[src/rtl/mf3_pkg.sv]
// mf3_pkg: shared types, constants and compare helpers for the 3x3 median filter
// no dependencies; imported by the interfaces and every rtl module of the block
`default_nettype none

package mf3_pkg;

   localparam int PIX_W            = 8;
   localparam int CSR_W            = 12;
   localparam int MAX_LINE_DEFAULT = 2048;
   localparam int LINE_WIDTH_RESET = 640;
   localparam int MIN_LINE         = 3;
   localparam int WIN_TAPS         = 9;
   localparam int QUEUE_DEPTH      = 4;

   typedef logic [PIX_W-1:0] pix_type;
   typedef logic [1:0] row_type;

   // row counter saturates here; the window is complete from this row on
   localparam row_type ROW_LAST = 2'd2;

   typedef struct packed {
      pix_type [WIN_TAPS-1:0] taps;
      logic                   valid;
   } window_type;

   typedef struct packed {
      logic    take;
      pix_type pixel;
      logic    frame_start;
   } front_in_type;

   typedef struct packed {
      logic push;
      logic clearing;
   } front_status_type;

   typedef struct packed {
      logic empty;
      logic full;
   } queue_status_type;

   typedef struct packed {
      pix_type lo;
      pix_type mid;
      pix_type hi;
   } trio_type;

   function automatic row_type row_step(input row_type r);
      return (r == ROW_LAST) ? r : row_type'(r + 2'd1);
   endfunction

   function automatic pix_type min2(input pix_type a, input pix_type b);
      return (a < b) ? a : b;
   endfunction

   function automatic pix_type max2(input pix_type a, input pix_type b);
      return (a < b) ? b : a;
   endfunction

   function automatic pix_type min3(input pix_type a, input pix_type b, input pix_type c);
      return min2(min2(a, b), c);
   endfunction

   function automatic pix_type max3(input pix_type a, input pix_type b, input pix_type c);
      return max2(max2(a, b), c);
   endfunction

   // three compare-exchange steps
   function automatic trio_type sort3(input pix_type a, input pix_type b, input pix_type c);
      pix_type  lo1;
      pix_type  hi1;
      pix_type  hi2;
      trio_type t;
      lo1   = min2(a, b);
      hi1   = max2(a, b);
      hi2   = max2(hi1, c);
      t.hi  = hi2;
      t.lo  = min2(lo1, min2(hi1, c));
      t.mid = max2(lo1, min2(hi1, c));
      return t;
   endfunction

   function automatic pix_type med3(input pix_type a, input pix_type b, input pix_type c);
      trio_type t;
      t = sort3(a, b, c);
      return t.mid;
   endfunction

endpackage

`default_nettype wire

[src/rtl/mf3_queue.sv]
// mf3_queue: short window queue between the front and the median back end
// depends on mf3_pkg for the window type
`default_nettype none

module mf3_queue import mf3_pkg::*; #(
   parameter int DEPTH = QUEUE_DEPTH
) (
   input  logic             clock,
   input  logic             reset,
   input  logic             push,
   input  window_type       push_data,
   input  logic             pop,
   output window_type       pop_data,
   output queue_status_type qstat
);

   localparam int PW = $clog2(DEPTH);
   localparam int NW = $clog2(DEPTH + 1);

   window_type    slot_ff [DEPTH];
   logic [PW-1:0] wr_ptr_ff, rd_ptr_ff;
   logic [NW-1:0] count_ff, count_in;

   always_comb begin
      count_in = count_ff;
      if (push && !pop) begin
         count_in = count_ff + NW'(1);
      end else if (pop && !push) begin
         count_in = count_ff - NW'(1);
      end
   end

   always_ff @(posedge clock) begin
      if (reset) begin
         wr_ptr_ff <= '0;
         rd_ptr_ff <= '0;
         count_ff  <= '0;
      end else begin
         count_ff <= count_in;
         if (push) begin
            wr_ptr_ff <= (wr_ptr_ff == PW'(DEPTH - 1)) ? '0 : wr_ptr_ff + PW'(1);
         end
         if (pop) begin
            rd_ptr_ff <= (rd_ptr_ff == PW'(DEPTH - 1)) ? '0 : rd_ptr_ff + PW'(1);
         end
      end
   end

   always_ff @(posedge clock) begin
      if (push) begin
         slot_ff[wr_ptr_ff] <= push_data;
      end
   end

   assign pop_data    = slot_ff[rd_ptr_ff];
   assign qstat.empty = (count_ff == '0);
   assign qstat.full  = (count_ff == NW'(DEPTH));

endmodule

`default_nettype wire

[config.mk]
export PLATFORM = sky130hd
export DESIGN_NAME = mf3_queue
export DESIGN_NICKNAME = d
export VERILOG_FILES = /design/src/rtl/mf3_pkg.sv /design/src/rtl/mf3_queue.sv
export SDC_FILE = /design/constraint.sdc
export NUM_CORES = 1
export LEC_CHECK = 0
export BUFFER_PORTS_ARGS = -buffer_cell sky130_fd_sc_hd__buf_4
export CAP_MARGIN = 30
export CORE_MARGIN = 1
export CORE_UTILIZATION = 50
export CTS_BUF_LIST = sky130_fd_sc_hd__clkbuf_4 sky130_fd_sc_hd__clkbuf_8
export DETAILED_ROUTE_END_ITERATION = 12
export PLACE_DENSITY_LB_ADDON = 0.15
export SLEW_MARGIN = 20
export SYNTH_ARGS = -nofsm -noshare
export SYNTH_HDL_FRONTEND = slang
export SYNTH_SLANG_ARGS = --single-unit
[constraint.sdc]
create_clock -name clock -period 3.7 [get_ports clock]
set_clock_uncertainty 0.1 [all_clocks]
set_input_delay 0.37 -clock clock [delete_from_list [all_inputs] [get_ports clock]]
set_output_delay 0.37 -clock clock [all_outputs]
set_load 0.02 [all_outputs]
* After elaboration in Yosys (flattened, before gate mapping) *
Memories as Yosys holds them, arrays and structs flattened. A register that Yosys moved wholly into a read port is not among the register bits.
Index checks and enable logic that the tools add are counted.

operators by class
  add/sub/neg operators = 4
  multiply operators = 0
  div/mod/pow operators = 0
  order comparisons = 0
  eq/ne operators = 3
  shift operators = 0
  muxes and demuxes = 8
  bitwise logic cells = 0
  reduce and logical (&&, ||, !) cells = 6

operator list
  cell                                               number
  2-to-1 mux 2 bit                                   4
  2-to-1 mux 3 bit                                   2
  adder 2 x 1 -> 2 bit (second input constant)       2
  equality test 2 bit (second input constant)        2
  adder 3 x 1 -> 3 bit (second input constant)       1
  equality test 3 bit (second input constant)        1
  zero test 3 bit                                    1
  subtractor 3 x 1 -> 3 bit (second input constant)  1
  logical AND 1 bit                                  2
  zero test 1 bit                                    2
  2-to-1 mux 1 bit                                   2
  nonzero test 2 bit                                 1

word-level totals
  register bits = 7
  latch bits = 0
  RAM bits = 292
  ROM bits = 0
  logic and storage cells = 25
  memories kept = 1

memories
  memory   depth  bits a word  read ports  clocked after memory_dff  write ports  RTL line         text
  slot_ff  4      73           1           1                         1            mf3_queue.sv:20  window_type slot_ff [DEPTH];

* Longest topological paths before layout *
Gate-level depths: netlist of the first run.

  word-level depth = 4
  mapped depth = 7

* Least setup slack after synthesis of the first run *
No wires, ideal clock.

  path type = register to register
  start = reg wr_ptr_ff[0]
  end = mem slot_ff[3][0] (netlist name), enable pin
  setup time = 0.439 ns
  arrival = 2.255 ns
  data required time = 3.161 ns
  path slack = 0.907 ns
  stages on the path, launching flop included = 3
  path buffers = 0
  period minus slack after synthesis = 2.793 ns
  cells stage by stage = dfxtp_1 -> ha_1 -> and2_1

RTL lines
  element                   RTL line         text
  start: declaration        mf3_queue.sv:21  logic [PW-1:0] wr_ptr_ff, rd_ptr_ff;
  start signal: assignment  mf3_queue.sv:41  wr_ptr_ff <= (wr_ptr_ff == PW'(DEPTH - 1)) ? '0 : wr_ptr_ff + PW'(1);
  end: declaration          mf3_queue.sv:20

No word-level cell before the write port.

==> impl_summary.txt, run 1 <==
----------------------------------------------------
[Run status]
  Run status ... complete, no violations

[Setup path]
  Maximum net fanout on the critical path ... 32
  Cells traversed along the worst timing path ... buf_12, mux4_2, buf_4
  Master of the slowest instance on the critical path ... sky130_fd_sc_hd__dfxtp_4
  Number of buffers and inverters on the critical path ... 2
  Category of the worst setup path capture point ... output port
  Beginning of the worst register-to-register path ... wr_ptr_ff[0]
  Data required time of the critical path ... 3.23 ns
  Launching element type of the critical path ... flip-flop
  Critical path arrival ... roughly 2.4 ns
  Highest cell delay on the worst timing path ... 0.83 ns
  Setup Crit Path Kind ... flip-flop to output port
  Family with the most delay on the worst path ... flip-flops

[Cells and area]
  Ratio of cells with drive above 1 in the final layout ... 42.6%
  Final-stage net count ... roughly 780
  Most used cells in the layout excluding fill and tap cells ... sky130_fd_sc_hd__edfxtp_1, sky130_fd_sc_hd__buf_4, sky130_fd_sc_hd__dlygate4sd3_1
  Commonest non-fill, non-tap cell in the layout ... sky130_fd_sc_hd__edfxtp_1
  Area growth from synthesis to layout ... 28.1%
  Finished Core Util ... 65.0%
  Total non-filler cell area in the finished layout ... 0.0141 mm^2
  Final-layout fill cell count ... 1497

[STA]
  Sum of negative setup slack ... 0 ns
  Max-slew violations ... 0
  Final worst hold slack ... between 0.05 and 0.06 ns
  Post-layout worst setup margin ... 0.808 ns
  Min cycle time layout ... slightly below 3 ns
  Final number of setup-violating endpoints ... 0
  Number of failing hold endpoints at the final stage ... 0
  Setup repair after global routing missed its margin ... false
  Slew of the pin with the lowest slew margin ... 0.722 ns
  Highest attainable clock frequency ... 346 MHz
  Relative max-transition margin ... 51.9%
  Fin crit share ... between 70% and 80%

[Drt]
  Met3 wire length ... 1200 um
  Detailed-route wire length ... 20400 um
  Detailed route wirelength on metal2 ... 10400 um
  DR vias/cell ... 5.22
  Highest metal layer with signal wires ... met5
  Starting DRT DRC Count ... 232
  Count of nets left with antenna violations after detail routing ... 0
  Routed length on met1 ... 8460 um
  Drt first pass iters ... 4
  Via total after detailed routing ... 5249
  Wire length per cell after detailed routing ... 20.3 um
  Residual DRC count ... 0

[Global routing]
  Number of global-route vias before repair ... 5659
  Antenna violations before repair ... 2
  Overflow left after global routing ... 0
  First-pass GRT wire length ... 31100 um
  Maximum number of pins on one net before global-route repair ... 47
  Total Routing Usage GR ... 18.7%

[Placed design]
  Minimum setup slack after placement ... 1.28 ns
  IO Port Bufs ... about 150
  Routability congestion estimate from global placement ... 0.722
  Post-detailed-placement half-perimeter wirelength ... 11700 um
  Placement-stage cell area ... 0.0125 mm^2

[Power and ir drop]
  Leak Pwr ... approximately 5 nW
  Power density normalized to cell area ... 529 mW/mm^2
  Maximum vdd drop ... 310 uV

[Clock tree]
  Number of buffers created by CTS ... 48
  Cell at the root of the clock tree ... sky130_fd_sc_hd__clkbuf_8
  H-Tree Level Count ... 2
  CTS tree ... done
  Clock latency on the worst-skew pair ... 0.54 ns
  Clk pin slew, worst setup/hold paths ... 0.06 ns
  Max Root-Sink Buffers ... 3
  Setup bufs post-CTS ... 0
  Number of clock sinks seen by CTS ... about 300

[Hold path]
  Hold wc startpoint ... push
  Tightest Hold Check Type ... primary input to flip-flop

[Die]
  Die Height ... 151 um
  Starting Density ... between 50% and 60%
  Number of rows in the core area ... 54
  CORE AREA ... 0.0218 mm^2
  Number of I/O pins ... 152
  Die Wd ... 151 um
  Die area ... ~0.023 mm^2

[Flow run]
  Number of maximum-capacitance violations ... 0

[Synth]
  Post-Syn Area ... between 0.01 and 0.015 mm^2
  Yosys top cell area share ... between 70 and 80%
  Number of unique standard cell types used by synthesis ... 20
  Synth Flop Type ... sky130_fd_sc_hd__edfxtp_1
  Post-Synthesis Mean Instance Area ... 26.0 um^2
  Count of yosys warnings during synthesis ... 0
  Fraction of registers with async set or reset after synthesis ... 0%
  Count of state elements after synthesis ... roughly 300
  Sequential element share of the synthesized area ... 81.0%
  Cell type contributing the most total cell area after synthesis ... sky130_fd_sc_hd__edfxtp_1
  EDFF count, synth ... 292
  Gate Count Post-Synth ... roughly 430
  Net count after synthesis ... 509
  Main area contributors after synthesis ... sky130_fd_sc_hd__edfxtp_1, sky130_fd_sc_hd__mux4_2, sky130_fd_sc_hd__dfxtp_1

----------------------------------------------------
where the power goes:
group          internal (W)  switching [W]  total (W)
Combinational      0.000427       0.000422   0.000849
Sequential          0.00391      0.0000682    0.00397
Clock               0.00148        0.00118    0.00266
worst min-delay path, cell delays in order:
cell and delay (ns):
sky130_fd_sc_hd__buf_4 0.14, sky130_fd_sc_hd__mux2i_1 0.08, sky130_fd_sc_hd__nor2_1 0.07
cell usage after synthesis (2+ instances only):
library cell	count
sky130_fd_sc_hd__buf_2	7
sky130_fd_sc_hd__inv_1	4
sky130_fd_sc_hd__buf_12	7
sky130_fd_sc_hd__nor2_1	7
sky130_fd_sc_hd__xor2_1	2
sky130_fd_sc_hd__and2_1	4
sky130_fd_sc_hd__nor3b_1	2
sky130_fd_sc_hd__ha_1	6
sky130_fd_sc_hd__dfxtp_1	9
sky130_fd_sc_hd__edfxtp_1	292
sky130_fd_sc_hd__a21oi_1	2
sky130_fd_sc_hd__mux4_2	72
sky130_fd_sc_hd__mux2i_1	4
metal layers:
metal,up-vias,track usage [%]
li1,2361,-
met5,-,0
met3,32,4.76
met1,2691,24.4
met4,2,5.25
met2,163,31.3
worst paths after layout:
check / end / slack (ns) / depth (start not counted)
hold reg to reg: count_ff[2] / 0.41 / 2
setup reg to reg: slot_ff[2][25] / 1.72 / 4
setup / recovery: pop_data[41] / 0.81 / 3
hold / removal: wr_ptr_ff[1] / 0.06 / 3
metrics by stage:
step	instances	power (W)
2_1_floorplan	425	0.00449
3_3_place_gp	847	0.00481
3_5_place_dp	848	0.00485
4_1_cts	1005	0.00758
5_1_grt	1005	0.00778
6_report	1006	0.00748
registers in the layout, indices dropped and copies added, names as in the netlist, named ones only:
| register | cells |
|---|---|
| wr_ptr_ff | 2 |
| rd_ptr_ff | 2 |
| slot_ff | 292 |
| count_ff | 3 |
cell families (layout without fill, tap and decap cells):
group,count (synthesis),after routing,share of synthesized area [%]
flops,301,301,81.0
buf+inv,20,320,1.87
other cells,0,1,0
xor+xnor,2,2,0.159
simple gates,15,15,0.702
fa+ha+maj,7,7,0.861
mux,77,77,15.3
compound gates,3,3,0.136
area by class of cell:
type                    instances  area [um^2]  share of cell area, %
flip-flops and latches        301         8960                   63.3
clock buffers                  68          817                   5.78
multi-input cells             104         1900                   13.5
well taps                     280          350                   2.48
clock inverters                15         86.3                  0.610
repair buffers                233         2020                   14.3
diodes                          1         2.50                 0.0177
inverters                       4         15.0                  0.106
repair_timing:
| action | in CTS | in global routing |
|---|---|---|
| hold buffers | 74 | 0 |
| gates resized for setup | 0 | 0 |
| setup endpoints to repair | 0 | 0 |
| endpoints found under the hold margin | 301 | 0 |
Power figures use the tool's default switching activity.
==> run 2, diff against run 1 <==
==> constraint.sdc (replaced) <==
create_clock -name clock -period 2.8 [get_ports clock]
set_clock_uncertainty 0.1 [all_clocks]
set_input_delay 0.28 -clock clock [delete_from_list [all_inputs] [get_ports clock]]
set_output_delay 0.28 -clock clock [all_outputs]
set_load 0.02 [all_outputs]
==> impl_summary.txt, run 2 (synthesized netlist as in run 1, its figures left out) <==
----------------------------------------------------
[Run status]
  Run status ... complete, no violations

[Die]
  CORE AREA ... 0.0218 mm^2 (unchanged)
  Die area ... 0.0227 mm^2 (unchanged)
  Die Height ... 151 um (unchanged)
  Number of I/O pins ... 152 (unchanged)
  Die Wd ... 151 um (unchanged)
  Number of rows in the core area ... 54 (unchanged)
  Starting Density ... 50.8% (unchanged)

[STA]
  Slew of the pin with the lowest slew margin ... 0.585 ns (-0.137 ns)
  Number of failing hold endpoints at the final stage ... 0 (unchanged)
  Fin crit share ... 94.5%
  Min cycle time layout ... between 2 and 3 ns
  Highest attainable clock frequency ... 378 MHz
  Sum of negative setup slack ... 0 ns (unchanged)
  Final number of setup-violating endpoints ... 0 (unchanged)
  Max-slew violations ... 0 (unchanged)
  Setup repair after global routing missed its margin ... false
  Relative max-transition margin ... 61.0% (+9.1 points)

[Cells and area]
  Number of flip-flops under the largest register name ... 292 (unchanged)
  Total non-filler cell area in the finished layout ... 0.0143 mm^2 (+0.81%)
  Ratio of cells with drive above 1 in the final layout ... 42.6% (about the same)
  Leading registers by flop count ... slot_ff x292, count_ff x3
  Final-layout fill cell count ... 1476 (-1.4%)
  Biggest register ... slot_ff
  Final instance count without filler cells ... 1014 (+0.80%)
  Commonest non-fill, non-tap cell in the layout ... sky130_fd_sc_hd__edfxtp_1
  Area growth from synthesis to layout ... 29.1%
  Most used cells in the layout excluding fill and tap cells ... sky130_fd_sc_hd__edfxtp_1, sky130_fd_sc_hd__buf_4, sky130_fd_sc_hd__dlygate4sd3_1
  Storage cell area ... 0.00896 mm^2 (unchanged)
  Number of diodes ... 0 (-1)
  Final-stage net count ... 785 (+1.2%)
  Area used by multi-input combinational logic ... 0.00190 mm^2 (unchanged)

[Setup path]
  Cells traversed along the worst timing path ... buf_4, mux4_2, buf_4
  Data required time of the critical path ... 2.42 ns (-0.81 ns)
  Category of the worst setup path capture point ... output port
  Maximum net fanout on the critical path ... 21 (-34%)
  Minimum setup slack among reg-to-reg paths ... 0.99 ns (-0.73 ns)
  Setup Crit Path Kind ... flip-flop to output port
  Highest cell delay on the worst timing path ... 0.62 ns (-0.21 ns)
  Worst reg2reg endpoint ... slot_ff[1][60]
  Critical path arrival ... 2.27 ns (-0.15 ns)
  Depth of the worst register-to-register path ... 4 (unchanged)
  Most numerous cell on the critical path ... sky130_fd_sc_hd__buf_4
  Number of buffers and inverters on the critical path ... 2 (unchanged)
  Master of the slowest instance on the critical path ... sky130_fd_sc_hd__dfxtp_4
  Launching element type of the critical path ... flip-flop
  Family with the most delay on the worst path ... flip-flops
  Beginning of the worst register-to-register path ... wr_ptr_ff[1]

[Global routing]
  Antenna violations before repair ... 0 (-2)
  Number of global-route vias before repair ... 5657 (-0.035%)
  Maximum number of pins on one net before global-route repair ... 34 (-28%)
  Total Routing Usage GR ... 18.4% (-0.35 points)
  Overflow left after global routing ... 0 (unchanged)
  First-pass GRT wire length ... 30700 um (-1.3%)

[Drt]
  Wire length per cell after detailed routing ... 20.1 um (-0.95%)
  Via total after detailed routing ... 5317 (+1.3%)
  DR vias/cell ... 5.24 (+0.50%)
  Starting DRT DRC Count ... 319 (+38%)
  Residual DRC count ... 0 (unchanged)
  Detailed-route wire length ... 20400 um (-0.17%)
  Drt first pass iters ... 4 (unchanged)
  Count of nets left with antenna violations after detail routing ... 0 (unchanged)

[Clock tree]
  Setup bufs post-CTS ... 0 (unchanged)
  Number of clock sinks seen by CTS ... 301 (unchanged)
  CTS tree ... done
  Clock latency on the worst-skew pair ... 0.53 ns (about the same)
  Clk pin slew, worst setup/hold paths ... 0.06 ns (about the same)
  Number of buffers created by CTS ... 48 (unchanged)
  Cell at the root of the clock tree ... sky130_fd_sc_hd__clkbuf_8
  Max Root-Sink Buffers ... 3 (unchanged)
  H-Tree Level Count ... 2 (unchanged)

[Power and ir drop]
  Power density normalized to cell area ... 691 mW/mm^2 (+31%)
  Maximum vdd drop ... 615 uV (+99%)
  Power after layout ... 0.00986 W (+32%)
  Leak Pwr ... 4.93 nW (+0.99%)

[Hold path]
  Number of cells on the worst hold path ... 2 (-1)
  Terminating pin of the worst hold path ... slot_ff[3][15]
  Tightest Hold Check Type ... primary input to flip-flop
  Hold wc startpoint ... push_data[15]

[Placed design]
  Routability congestion estimate from global placement ... 0.698 (-3.4%)
  Placed cell count ... 855 (+0.83%)
  Placement-stage cell area ... 0.0126 mm^2 (+0.86%)
  IO Port Bufs ... 151 (unchanged)
  Post-detailed-placement half-perimeter wirelength ... 12200 um (+4.4%)

[Flow run]
  Number of maximum-capacitance violations ... 0 (unchanged)

----------------------------------------------------
-- run 2: worst register-to-register path: stages (launching register included) --
cell and delay [ns]:
sky130_fd_sc_hd__dfxtp_1 0.34, sky130_fd_sc_hd__inv_1 0.10, sky130_fd_sc_hd__ha_1 0.15, sky130_fd_sc_hd__and2_4 0.51, sky130_fd_sc_hd__buf_12 0.30
-- run 2: repair_timing --
| action | 4_1_cts | 5_1_grt |
|---|---|---|
| resized for setup | 0 | 0 |
| hold buffers | 76 | 0 |
| hold endpoints to repair | 301 | 0 |
| setup endpoints to repair | 0 | 0 |
-- run 2: metrics by stage --
| step | hold slack, ns | worst slack (ns) | util, % |
|---|---|---|---|
| after global placement | 0.378 | 0.671 | 58.0 |
| after global routing | 0.373 | 0.0302 | 65.6 |
| after floorplan | 0.249 | 0.00651 | - |
| after CTS | 0.347 | 0.0761 | 65.6 |
| final | 0.387 | 0.153 | 65.6 |
| after detailed placement | 0.382 | 0.662 | 58.0 |
-- run 2: how the worst max path moves through the flow --
stage | from | endpoint | slack (ns) | cells after the start
after detailed placement | flip-flop | pop_data[19] | 0.66 | 3
after global placement | flip-flop | pop_data[58] | 0.67 | 3
final | flip-flop | pop_data[19] | 0.15 | 3
after floorplan | wr_ptr_ff[0] | slot_ff[3][0] | 0.007 | 2
after CTS | flip-flop | pop_data[19] | 0.08 | 3
after global routing | flip-flop | pop_data[19] | 0.03 | 3
-- run 2: layout make-up --
class	instances	area share [%]
timing repair buffer	242	15.0
clock buffer	65	5.57
clock inverter	18	0.684
multi-input combinational	104	13.3
inverter	4	0.105
sequential	301	62.8
tap	280	2.46
-- run 2: power by group --
group          total, W  switching (W)  internal (W)
clock           0.00346        0.00155       0.00191
sequential      0.00524      0.0000766       0.00516
combinational   0.00116       0.000579      0.000582
-- run 2: metal layers --
metal / vias to the layer above / track usage (%) / wire length [um] / part of all wire (%)
li1: 2384 / - / - / -
met2: 142 / 30.4 / 10300 / 51
met4: 0 / 5.80 / 384 / 1.9
met5: - / 0 / 0 / 0
met1: 2748 / 24.4 / 8610 / 42
met3: 43 / 4.09 / 1050 / 5.1
